==> src/design/wrm_pkg.sv <==
package wrm_pkg;

   localparam int SCORE_DEPTH_DEFAULT = 8;

   localparam int VALUE_W  = 48;
   localparam int TIME_W   = 32;
   localparam int AMOUNT_W = 32;
   localparam int IVL_W    = 16;

   localparam int CSR_ADDR_W = 3;
   localparam int CSR_DATA_W = 32;

   localparam logic [VALUE_W-1:0] VALUE_MAX = {VALUE_W{1'b1}};

   // register index, byte address is 4 * index
   localparam logic [CSR_ADDR_W-3:0] REG_INTERVAL_TICKS = '0;

   localparam logic OP_UPDATE = 1'b0;
   localparam logic OP_QUERY  = 1'b1;

   typedef enum logic [3:0] {
      ST_IDLE,
      ST_U_START,
      ST_U_ROLL,
      ST_U_ZLOOP,
      ST_PUSH_RD,
      ST_PUSH_WR,
      ST_Q_SETUP,
      ST_Q_CHECK,
      ST_DIV,
      ST_DIV_END,
      ST_OUT
   } wrm_state_type;

endpackage

==> src/design/wrm_ram.sv <==
module wrm_ram #(
   parameter int WIDTH = 48,
   parameter int DEPTH = 8,
   localparam int ADDR_W = (DEPTH > 1) ? $clog2(DEPTH) : 1
) (
   input  logic              clock,
   input  logic              wr_en,
   input  logic [ADDR_W-1:0] wr_addr,
   input  logic [WIDTH-1:0]  wr_data,
   input  logic              rd_en,
   input  logic [ADDR_W-1:0] rd_addr,
   output logic [WIDTH-1:0]  rd_data
);

   logic [WIDTH-1:0] mem_ff [DEPTH];
   logic [WIDTH-1:0] rd_data_ff;

   always_ff @(posedge clock) begin
      if (wr_en) begin
         mem_ff[wr_addr] <= wr_data;
      end
      if (rd_en) begin
         rd_data_ff <= mem_ff[rd_addr];
      end
   end

   assign rd_data = rd_data_ff;

endmodule

==> src/design/windowed_rate_meter_unit.sv <==
// update without rollover: U_START, U_ROLL, OUT; a stale query: Q_SETUP, Q_CHECK, OUT
// update with rollover: U_ZLOOP, PUSH_RD, PUSH_WR per zero slot and for the last slot,
// one ring read and write per slot; query: 48 + clog2(SCORE_DEPTH + 1) numerator bits,
// one quotient bit per cycle from the shared subtract/compare unit; the next transaction
// is taken at the earliest in the same cycle as its result, and only one is held at a time
// synchronous reset: counters and ring valid bits clear at once, interval_ticks returns to 1
module windowed_rate_meter_unit
   import wrm_pkg::*;
#(
   parameter int SCORE_DEPTH = SCORE_DEPTH_DEFAULT
) (
   input  logic                  clock,
   input  logic                  reset,

   input  logic                  req_valid,
   output logic                  req_stall,
   input  logic                  req_op,
   input  logic [TIME_W-1:0]     req_now_time,
   input  logic [AMOUNT_W-1:0]   req_amount,

   output logic                  rsp_valid,
   input  logic                  rsp_stall,
   output logic [VALUE_W-1:0]    rsp_value,

   input  logic                  csr_psel,
   input  logic                  csr_penable,
   input  logic                  csr_pwrite,
   input  logic [CSR_ADDR_W-1:0] csr_paddr,
   input  logic [CSR_DATA_W-1:0] csr_pwdata,
   output logic [CSR_DATA_W-1:0] csr_prdata,
   output logic                  csr_pready
);

   localparam int IDX_W  = (SCORE_DEPTH > 1) ? $clog2(SCORE_DEPTH) : 1;
   localparam int CNT_W  = $clog2(SCORE_DEPTH + 2);
   localparam int SUM_W  = VALUE_W + $clog2(SCORE_DEPTH);
   localparam int NUM_W  = VALUE_W + $clog2(SCORE_DEPTH + 1);
   localparam int DIV_W  = IVL_W + $clog2(SCORE_DEPTH + 1);
   localparam int ALU_W  = (DIV_W + 1 > TIME_W) ? DIV_W + 1 : TIME_W;
   localparam int WS_W   = ((DIV_W > TIME_W) ? DIV_W : TIME_W) + 1;
   localparam int DCNT_W = $clog2(NUM_W);

   localparam logic [CNT_W-1:0] CNT_FULL  = CNT_W'(SCORE_DEPTH + 1);
   localparam logic [CNT_W-1:0] ZERO_MAX  = CNT_W'(SCORE_DEPTH);
   localparam logic [IDX_W-1:0] IDX_LAST  = IDX_W'(SCORE_DEPTH - 1);
   localparam logic [DIV_W-1:0] WIN_SLOTS = DIV_W'(SCORE_DEPTH + 1);

   wrm_state_type state_ff, state_in;

   logic [IVL_W-1:0]    interval_ff, interval_in;
   logic [VALUE_W-1:0]  current_ff, current_in;
   logic [VALUE_W-1:0]  previous_ff, previous_in;
   logic [TIME_W-1:0]   last_ff, last_in;
   logic [CNT_W-1:0]    upd_cnt_ff, upd_cnt_in;
   logic [SCORE_DEPTH-1:0] slot_valid_ff, slot_valid_in;
   logic [IDX_W-1:0]    widx_ff, widx_in;
   logic [SUM_W-1:0]    ring_sum_ff, ring_sum_in;

   logic [TIME_W-1:0]   now_ff, now_in;
   logic [AMOUNT_W-1:0] amt_ff, amt_in;

   logic [TIME_W-1:0]   rem_ff, rem_in;
   logic [CNT_W-1:0]    zcnt_ff, zcnt_in;
   logic [VALUE_W-1:0]  push_val_ff, push_val_in;
   logic                push_final_ff, push_final_in;
   logic [DIV_W-1:0]    window_ff, window_in;
   logic [DIV_W-1:0]    prod_ff, prod_in;
   logic [DIV_W-1:0]    divisor_ff, divisor_in;
   logic [DIV_W-1:0]    drem_ff, drem_in;
   logic [NUM_W-1:0]    quo_ff, quo_in;
   logic [DCNT_W-1:0]   dcnt_ff, dcnt_in;
   logic [VALUE_W-1:0]  result_ff, result_in;
   logic                rsp_valid_ff, rsp_valid_in;
   logic [VALUE_W-1:0]  rsp_value_ff, rsp_value_in;

   // shared subtract and compare unit
   logic [ALU_W-1:0]    alu_a, alu_b;
   logic [ALU_W:0]      alu_diff;
   logic                alu_ge;

   logic [IVL_W-1:0]    ivl_eff;
   logic [VALUE_W:0]    acc_sum;
   logic [VALUE_W-1:0]  old_slot;
   logic [DIV_W:0]      trial;
   logic [WS_W-1:0]     stale_limit;
   logic                stale;
   logic [DIV_W-1:0]    div_sel;
   logic                csr_wr;
   logic [VALUE_W-1:0]  ram_rdata;

   assign ivl_eff = (interval_ff == '0) ? IVL_W'(1) : interval_ff;

   assign alu_diff = {1'b0, alu_a} - {1'b0, alu_b};
   assign alu_ge   = ~alu_diff[ALU_W];

   assign trial       = {drem_ff, quo_ff[NUM_W-1]};
   assign acc_sum     = {1'b0, current_ff} + {{(VALUE_W + 1 - AMOUNT_W){1'b0}}, amt_ff};
   assign old_slot    = slot_valid_ff[widx_ff] ? ram_rdata : '0;
   assign stale_limit = WS_W'(last_ff) + WS_W'(window_ff);
   assign stale       = WS_W'(now_ff) > stale_limit;
   assign div_sel     = (upd_cnt_ff < CNT_FULL) ? prod_ff : window_ff;

   assign csr_wr = csr_psel & csr_penable & csr_pwrite & csr_pready;

   wrm_ram #(
      .WIDTH (VALUE_W),
      .DEPTH (SCORE_DEPTH)
   ) u_ring (
      .clock   (clock),
      .wr_en   (state_ff == ST_PUSH_WR),
      .wr_addr (widx_ff),
      .wr_data (push_val_ff),
      .rd_en   (state_ff == ST_PUSH_RD),
      .rd_addr (widx_ff),
      .rd_data (ram_rdata)
   );

   always_ff @(posedge clock) begin
      if (reset) begin
         state_ff      <= ST_IDLE;
         interval_ff   <= IVL_W'(1);
         current_ff    <= '0;
         previous_ff   <= '0;
         last_ff       <= '0;
         upd_cnt_ff    <= '0;
         slot_valid_ff <= '0;
         widx_ff       <= '0;
         ring_sum_ff   <= '0;
         rsp_valid_ff  <= 1'b0;
      end else begin
         state_ff      <= state_in;
         interval_ff   <= interval_in;
         current_ff    <= current_in;
         previous_ff   <= previous_in;
         last_ff       <= last_in;
         upd_cnt_ff    <= upd_cnt_in;
         slot_valid_ff <= slot_valid_in;
         widx_ff       <= widx_in;
         ring_sum_ff   <= ring_sum_in;
         rsp_valid_ff  <= rsp_valid_in;
      end
   end

   always_ff @(posedge clock) begin
      now_ff        <= now_in;
      amt_ff        <= amt_in;
      rem_ff        <= rem_in;
      zcnt_ff       <= zcnt_in;
      push_val_ff   <= push_val_in;
      push_final_ff <= push_final_in;
      window_ff     <= window_in;
      prod_ff       <= prod_in;
      divisor_ff    <= divisor_in;
      drem_ff       <= drem_in;
      quo_ff        <= quo_in;
      dcnt_ff       <= dcnt_in;
      result_ff     <= result_in;
      rsp_value_ff  <= rsp_value_in;
   end

   always_comb begin
      state_in      = state_ff;
      interval_in   = interval_ff;
      current_in    = current_ff;
      previous_in   = previous_ff;
      last_in       = last_ff;
      upd_cnt_in    = upd_cnt_ff;
      slot_valid_in = slot_valid_ff;
      widx_in       = widx_ff;
      ring_sum_in   = ring_sum_ff;
      now_in        = now_ff;
      amt_in        = amt_ff;
      rem_in        = rem_ff;
      zcnt_in       = zcnt_ff;
      push_val_in   = push_val_ff;
      push_final_in = push_final_ff;
      window_in     = window_ff;
      prod_in       = prod_ff;
      divisor_in    = divisor_ff;
      drem_in       = drem_ff;
      quo_in        = quo_ff;
      dcnt_in       = dcnt_ff;
      result_in     = result_ff;
      rsp_valid_in  = rsp_valid_ff & rsp_stall;
      rsp_value_in  = rsp_value_ff;
      alu_a         = ALU_W'(rem_ff);
      alu_b         = ALU_W'(ivl_eff);

      if (csr_wr && (csr_paddr[CSR_ADDR_W-1:2] == REG_INTERVAL_TICKS)) begin
         interval_in = csr_pwdata[IVL_W-1:0];
      end

      case (state_ff)
         ST_IDLE: begin
            if (req_valid) begin
               now_in   = req_now_time;
               amt_in   = req_amount;
               state_in = (req_op == OP_UPDATE) ? ST_U_START : ST_Q_SETUP;
            end
         end
         ST_U_START: begin
            rem_in = (now_ff >= last_ff) ? now_ff - last_ff : '0;
            if (upd_cnt_ff < CNT_FULL) begin
               upd_cnt_in = upd_cnt_ff + CNT_W'(1);
            end
            state_in = ST_U_ROLL;
         end
         ST_U_ROLL: begin
            if (alu_ge) begin
               // left over after the interval that closes now
               rem_in   = alu_diff[TIME_W-1:0];
               zcnt_in  = '0;
               state_in = ST_U_ZLOOP;
            end else begin
               current_in = acc_sum[VALUE_W] ? VALUE_MAX : acc_sum[VALUE_W-1:0];
               result_in  = previous_ff;
               state_in   = ST_OUT;
            end
         end
         ST_U_ZLOOP: begin
            if (alu_ge && (zcnt_ff < ZERO_MAX)) begin
               rem_in        = alu_diff[TIME_W-1:0];
               zcnt_in       = zcnt_ff + CNT_W'(1);
               push_val_in   = '0;
               push_final_in = 1'b0;
            end else begin
               push_val_in   = previous_ff;
               push_final_in = 1'b1;
            end
            state_in = ST_PUSH_RD;
         end
         ST_PUSH_RD: begin
            state_in = ST_PUSH_WR;
         end
         ST_PUSH_WR: begin
            ring_sum_in = ring_sum_ff - SUM_W'(old_slot) + SUM_W'(push_val_ff);
            slot_valid_in[widx_ff] = 1'b1;
            widx_in = (widx_ff == IDX_LAST) ? '0 : widx_ff + IDX_W'(1);
            if (push_final_ff) begin
               previous_in = current_ff;
               current_in  = VALUE_W'(amt_ff);
               last_in     = now_ff;
               result_in   = current_ff;
               state_in    = ST_OUT;
            end else begin
               state_in = ST_U_ZLOOP;
            end
         end
         ST_Q_SETUP: begin
            window_in = WIN_SLOTS * DIV_W'(ivl_eff);
            prod_in   = DIV_W'(upd_cnt_ff) * DIV_W'(ivl_eff);
            quo_in    = NUM_W'(previous_ff) + NUM_W'(ring_sum_ff);
            state_in  = ST_Q_CHECK;
         end
         ST_Q_CHECK: begin
            if (stale) begin
               result_in = '0;
               state_in  = ST_OUT;
            end else begin
               divisor_in = (div_sel == '0) ? DIV_W'(1) : div_sel;
               drem_in    = '0;
               dcnt_in    = DCNT_W'(NUM_W - 1);
               state_in   = ST_DIV;
            end
         end
         ST_DIV: begin
            alu_a  = ALU_W'(trial);
            alu_b  = ALU_W'(divisor_ff);
            drem_in = alu_ge ? alu_diff[DIV_W-1:0] : trial[DIV_W-1:0];
            quo_in  = {quo_ff[NUM_W-2:0], alu_ge};
            if (dcnt_ff == '0) begin
               state_in = ST_DIV_END;
            end else begin
               dcnt_in = dcnt_ff - DCNT_W'(1);
            end
         end
         ST_DIV_END: begin
            result_in = (quo_ff[NUM_W-1:VALUE_W] != '0) ? VALUE_MAX : quo_ff[VALUE_W-1:0];
            state_in  = ST_OUT;
         end
         ST_OUT: begin
            if (!rsp_valid_ff || !rsp_stall) begin
               rsp_valid_in = 1'b1;
               rsp_value_in = result_ff;
               state_in     = ST_IDLE;
            end
         end
         default: begin
            state_in = ST_IDLE;
         end
      endcase
   end

   assign req_stall  = (state_ff != ST_IDLE);
   assign rsp_valid  = rsp_valid_ff;
   assign rsp_value  = rsp_value_ff;
   assign csr_pready = 1'b1;
   assign csr_prdata = (csr_paddr[CSR_ADDR_W-1:2] == REG_INTERVAL_TICKS)
                       ? CSR_DATA_W'(interval_ff) : '0;

   a_busy_after_accept: assert property (@(posedge clock) disable iff (reset)
      (req_valid && !req_stall) |=> req_stall)
      else $error("accepted transaction did not make the block busy");

   a_rsp_from_out: assert property (@(posedge clock) disable iff (reset)
      $rose(rsp_valid) |-> $past(state_ff == ST_OUT))
      else $error("result appeared outside the output step");

   a_count_bound: assert property (@(posedge clock) disable iff (reset)
      upd_cnt_ff <= CNT_FULL)
      else $error("update count beyond depth plus one");

   a_zero_bound: assert property (@(posedge clock) disable iff (reset)
      (state_ff == ST_U_ZLOOP) |-> (zcnt_ff <= ZERO_MAX))
      else $error("more zero slots than ring depth");

   a_write_index: assert property (@(posedge clock) disable iff (reset)
      (state_ff == ST_PUSH_WR) |=> (widx_ff != $past(widx_ff) || SCORE_DEPTH == 1))
      else $error("ring write index did not advance");

endmodule

==> config.mk <==
export PLATFORM = sky130hd
export DESIGN_NAME = windowed_rate_meter_unit
export DESIGN_NICKNAME = d
export VERILOG_FILES = /design/src/design/wrm_pkg.sv /design/src/design/wrm_ram.sv /design/src/design/windowed_rate_meter_unit.sv
export SDC_FILE = /design/constraint.sdc
export NUM_CORES = 2
export LEC_CHECK = 0
export BUFFER_PORTS_ARGS = -buffer_cell sky130_fd_sc_hd__buf_2
export CAP_MARGIN = 20
export CORE_ASPECT_RATIO = 0.75
export CORE_MARGIN = 2
export CORE_UTILIZATION = 63
export DETAILED_ROUTE_END_ITERATION = 8
export PLACE_DENSITY = 0.79
export SYNTH_ARGS = -nofsm -noshare
export SYNTH_HDL_FRONTEND = slang
export SYNTH_SLANG_ARGS = --single-unit
==> constraint.sdc <==
create_clock -name clock -period 10.3 [get_ports clock]
set_clock_uncertainty 0.2 [all_clocks]
set_input_delay 3.09 -clock clock [delete_from_list [all_inputs] [get_ports clock]]
set_output_delay 3.09 -clock clock [all_outputs]
set_load 0.005 [all_outputs]
==> Yosys cells after proc, flatten, opt, wreduce, memory -nomap -nowiden <==
Memory sizes are Yosys's and may differ from the RTL's. A register that Yosys moved wholly into a read port is not among the register bits.
Cells that the tools add are included.
{ "word_totals": {"out_inout_bits": 83, "mem_count": 1, "ff_bits": 598, "input_bits": 107, "ramBits": 384, "elab_cells": 149} }
{ "classes": {"n_mux": 47, "bitwise": 7, "mul": 2, "order_cmp": 6, "reduce_logical": 30, "n_eq_ne": 21, "add_sub_neg": 11} }
{ "memory_table": {"columns": ["name", "depth", "width", "rd", "rd_clocked_by_memory_dff", "write_ports", "line", "source"], "rows": [
  ["u_ring.mem_ff", 8, 48, 1, 1, 1, "wrm_ram.sv:15", "logic [WIDTH-1:0] mem_ff [DEPTH];"]
]} }
{ "op_table": {"columns": ["operator", "n"], "rows": [
  ["48-bit 2-to-1 mux", 8],
  ["48-bit case mux with 4 select lines", 1],
  ["32-bit 2-to-1 mux", 4],
  ["52-bit case mux with 2 select lines", 1],
  ["32-bit case mux with 3 select lines", 1],
  ["48-bit case mux with 2 select lines", 1],
  ["20-bit 2-to-1 mux", 4],
  ["48-bit by 51-bit adder with 52-bit output", 1],
  ["51-bit by 48-bit adder with 51-bit output", 1],
  ["51-bit by 48-bit subtractor with 51-bit output", 1],
  ["48-bit by 32-bit adder with 49-bit output", 1],
  ["4-bit case mux with 11 select lines", 1],
  ["20-bit case mux with 2 select lines", 1],
  ["32-bit by 20-bit adder with 33-bit output", 1],
  ["32-bit by 33-bit greater-than comparator with 1-bit output", 1],
  ["32-bit by 32-bit subtractor with 33-bit output", 1],
  ["32-bit greater-or-equal comparator", 1],
  ["16-bit 2-to-1 mux", 2],
  ["32-bit subtractor", 1],
  ["4-bit 2-to-1 mux", 7],
  ["20-bit logical NOT", 1],
  ["4-bit by 16-bit multiplier with 20-bit output", 1],
  ["4-bit by 16-bit multiplier with 20-bit output, first input constant", 1],
  ["2-bit != test, second input constant", 10],
  ["34 further kinds", 71]
]} }

==> Longest topological paths before layout <==
{ "logic_depth": {"depth_word": 8, "depth_mapped": 22, "depth_no_buf": 21} }

==> Modules after synthesis <==
From an unflattened synthesis, not the netlist that was laid out.
{ "unflattened": {"cells_unflattened": 4935, "hier_area_um2": 55129.1} }
{ "modules_own_cells": {"columns": ["mod", "n_inst", "cells_per_inst", "area_per_inst_um2", "seq_area_each_um2"], "rows": [
  ["windowed_rate_meter_unit", 1, 4319, 39028.7, 15805.2],
  ["wrm_ram", 1, 616, 16100.4, 12972.4]
]} }

==> Least setup slack after synthesis <==
Ideal clock, no wire load.
{ "synth_path": {"path_kind": "reg-to-reg", "from": "register window_ff[0]", "to": "register result_ff[0] (enable)", "stages_incl_launch_ff": 20, "synth_period_minus_slack_ps": 8316, "arrival_time_ps": 7591, "setup_slack_ps": 1984, "n_path_buf": 0, "required_ps": 9574, "setup_time_ps": 526, "path_cell_list": "edfxtp_1 -> ha_1 -> fa_1 -> a21oi_1 -> nor2_1 -> a2111oi_0 -> a22o_2 -> o21a_1 -> or4_4 -> a31oi_4 -> nand3_1 -> xnor2_1 -> ha_1 -> nand4_1 -> or2_2 -> nor2_1 -> o21ai_0 -> a21oi_1 -> a211oi_4 -> a211oi_1"} }
{ "synth_between": {"elab_chain_len": 4} }
{ "synth_rtl": {"columns": ["element", "line", "source"], "rows": [
  ["start: declaration", "windowed_rate_meter_unit.sv:66", "logic [DIV_W-1:0] window_ff, window_in;"],
  ["start signal: assignment", "windowed_rate_meter_unit.sv:151", "window_ff <= window_in;"],
  ["32-bit by 20-bit adder with 33-bit output", "windowed_rate_meter_unit.sv:99", "assign stale_limit = WS_W'(last_ff) + WS_W'(window_ff);"],
  ["32-bit by 33-bit greater-than comparator with 1-bit output", "windowed_rate_meter_unit.sv:100", "assign stale = WS_W'(now_ff) > stale_limit;"],
  ["2-bit != test (no source line)", null, null],
  ["4-bit AND reduction (no source line)", null, null],
  ["end signal: assignment", "windowed_rate_meter_unit.sv:157", "result_ff <= result_in;"],
  ["end: declaration", "windowed_rate_meter_unit.sv:72", "logic [VALUE_W-1:0] result_ff, result_in;"]
]} }
No other way between the ends.
A chain may end at the register's enable or synchronous reset.

==> Final worst setup path <==
{ "layout_path": {"from": "register window_ff[0]", "to": "register result_ff[24] (enable)"} }
Same word-level chain as after synthesis.

==> results.toml <==
[floorplan]
row_count = 93
initial_core_util = 0.6382
die_w_um = 345.0
die_y_um = 259.8
coreArea_mm2 = 0.08611
io_pins = 190
die_area_mm2 = 0.08963

[setup_path]
startpoint_type = "register"
r2r_end = "result_ff[24]"
r2r_start = "window_ff[0]"
crit_start = "window_ff[0]"
cp-end-kind = "register"
crit_required_ns = 10.41
cp.arrival_ns = 7.54
crit_end = "result_ff[24]"
worstSetupPathType = "register to register"
reg2reg_depth = 21
cp_max_fo = 32
reg2reg_slack_ns = 2.86

[timing]
fin_crit_sh = 0.7219
timing.slew.headroom = 0.2670
slew_violations = 0
tns_ns = 0
finalCriticalPeriod_ns = 7.436
fin_ws_ns = 2.864
worstMarginPinSlew_ns = 1.089
rsz0062_at_grt = "false"
holdWs_ns = 0.2200
fmax_mhz = 134.5
finalSetupViolations = 0
timing.final.hold_violations = 0

[route]
drt-initial-drc-count = 4780
wirelength_mm = 147.0
viasPerCell = 6.375
drcViolationCount = 0
dr.pass1.iters = 6
wl_per_cell_um = 22.75
vias = 41200
detail-route-antenna-nets = 0

[cts]
cts.htree.levels = 3
numCtsBuffers = 99
cts_tree = "done"
clock-sinks = 1030
holdBufCountCts = 0
postCtsSetupRepairBufs = 0
cts_root_buffer = "clkbuf_16"
clk_pin_slew_worst_paths_ns = 0.06
cts_resized = 0
clock_latency_ns = 0.67
cts_buffer_depth = 3

[yosys]
syn-instance-count = 5197
synth-seq-area-share = 0.5237
synth.avg_cell_area_um2 = 10.57
ys.flop_type = "edfxtp_1"
async_flop_share = 0
synth_edf_count = 815
synth_seq_cells = 1030
syn_area_mm2 = 0.05495
synth_cell_types = 96
ys_warn_count = 0

[global_route]
antenna_found_initial = 11
grt_pass1_wl_mm = 223.9
grt_start_max_net_pins = 101
grt_overflow = 0
grt_pass1_vias = 38500
grt_usage = 0.3221

[final_layout]
synthToLayoutAreaGrowth_pct = 9.189
layout.nets = 5719
fin_area_mm2 = 0.06000
layout-drive-gt1-share = 0.08852

[placed_design]
place_congestion = 0.9854
pre_cts_ws_ns = 3.059
placed_area_mm2 = 0.05657
hpwl_mm = 101.0
portBuffers = 154

[power_and_ir_drop]
seqPwrFrac = 0.439
p_sw_mw = 3.718
sw_frac_of_total = 0.3133
comb_power_share = 0.242
p_leak_nw = 22.55
p_int_mw = 8.149
total_power_mw = 11.87
ir_drop_mv = 0.1279
power.density_mw_per_mm2 = 197.8
power.share.clock = 0.319

[worst_hold_path]
hold_class = "register to register"

[outcome]
status = "finished clean"

[flow_run]
maxCapViolations = 0
-- routing by layer --
layer | global-route usage | wire length [µm]
met1 | 0.4828 | 64060
met2 | 0.4697 | 62600
met3 | 0.08090 | 17280
met4 | 0.08126 | 3062
met5 | 0 | 46
-- registers in the layout, summed over array words and instances, names as in the netlist, 20 cells and up --
signal          cells
divisor_ff         20
amt_ff             32
u_ring.rd_data     48
window_ff          20
now_ff             32
current_ff         48
rem_ff             32
prod_ff            20
push_val_ff        48
quo_ff             52
last_ff            32
ring_sum_ff        51
result_ff          48
u_ring.mem_ff     384
previous_ff        48
rsp_value          48
drem_ff            20
-- critical path: stages (launching register included) --
cell and delay [ns]:
edfxtp_1 0.48, ha_1 0.26, fa_1 0.41, a21oi_1 0.23, nor2_1 0.08, a2111oi_0 0.76
a22o_2 0.29, o21a_1 0.24, or4_4 0.20, a31oi_4 0.15, nand3_1 0.16, xnor2_1 0.08
ha_1 0.29, nand4_1 0.15, or2_2 0.37, nor2_1 0.27, o21ai_0 0.15, a21oi_1 0.47
a211oi_4 0.11, buf_4 0.27, a211oi_4 0.80, buf_4 0.58
-- layout make-up --
type                            count  area, µm²
Sequential cell                  1030      28780
Fill cell                        6282      26110
Multi-Input combinational cell   3567      23980
Clock buffer                      133       2759
Tap cell                         1140       1426
Inverter                          329       1235
Timing Repair Buffer              209       1226
Clock inverter                     53      596.8
Antenna cell                        2      5.005
-- how the worst min path moves through the flow --
stage                     depth (start not counted)       endpoint  slack, ns     startpoint
after global placement                            0  rsp_value[11]       0.20  result_ff[11]
after detailed placement                          0   rsp_value[3]       0.20   result_ff[3]
after CTS                                         0  rsp_value[45]       0.22  result_ff[45]
after floorplan                                   0   rsp_value[0]       0.20   result_ff[0]
final                                             0   rsp_value[3]       0.22   result_ff[3]
after global routing                              0  rsp_value[10]       0.23  result_ff[10]
-- synth_stat cells (27+ instances only) --
cell      instances  share of area
xnor2_1         141          0.022
o21a_1           40         0.0055
nand3_1         120          0.011
a31oi_1          32         0.0036
dfxtp_1         215          0.078
nor2b_1         147          0.017
edfxtp_1        815           0.45
and3_1           42         0.0048
nand2b_1         31         0.0035
mux2i_1          27         0.0049
o21ai_0         215          0.020
nand2_1         698          0.048
fa_1             82          0.030
ha_1            294          0.067
o21bai_1         41         0.0056
a21oi_1         423          0.039
nor3_1           49         0.0045
a21o_1          107          0.015
nand4_1          82         0.0093
inv_1           329          0.022
and2_1           44         0.0050
a22oi_1         195          0.027
nor2_1          248          0.017
a211oi_1         38         0.0052
o211ai_1         30         0.0041
o22ai_1          31         0.0035
o221ai_1         33         0.0053
clkbuf_1        241          0.016
xor2_1           73          0.012
-- cell usage in the layout, fill, tap and decap left out, types with 147 or more instances in the layout --
master | Yosys | routed
dfxtp_1 | 215 | 215
buf_2 | 7 | 153
nand2_1 | 698 | 696
edfxtp_1 | 815 | 815
nor2b_1 | 147 | 147
a21oi_1 | 423 | 420
o21ai_0 | 215 | 213
inv_1 | 329 | 328
nor2_1 | 248 | 242
a22oi_1 | 195 | 195
ha_1 | 294 | 294
-- cells by family after synthesis --
| group | share of synthesized area |
|---|---|
| DFF | 0.5237 |
| muxes | 0.009221 |
| and+or+nand+nor | 0.1366 |
| adders and majority gates | 0.09681 |
| other | 0.0001367 |
| xor gates and xnor gates | 0.03411 |
| buffers and inverters | 0.04433 |
| AOI/OAI and AO/OA | 0.1551 |
-- power by group through the flow --
stage                     Clock [mW]  Combinational [mW]  Sequential, mW
after CTS                       3.81                2.80            5.20
after detailed placement           0                2.77            5.29
after floorplan                    0                2.12            5.15
after global routing            3.97                3.16            5.24
final                           3.78                2.87            5.21
after global placement             0                2.69            5.28
-- per-stage QoR --
stage	std cells	util
floorplan	5212	-
global placement	6270	0.6569
detailed placement	6270	0.6569
CTS	6456	0.6959
global route	6463	0.6968
finish	6463	0.6968
(Power assumes the default switching activity.)
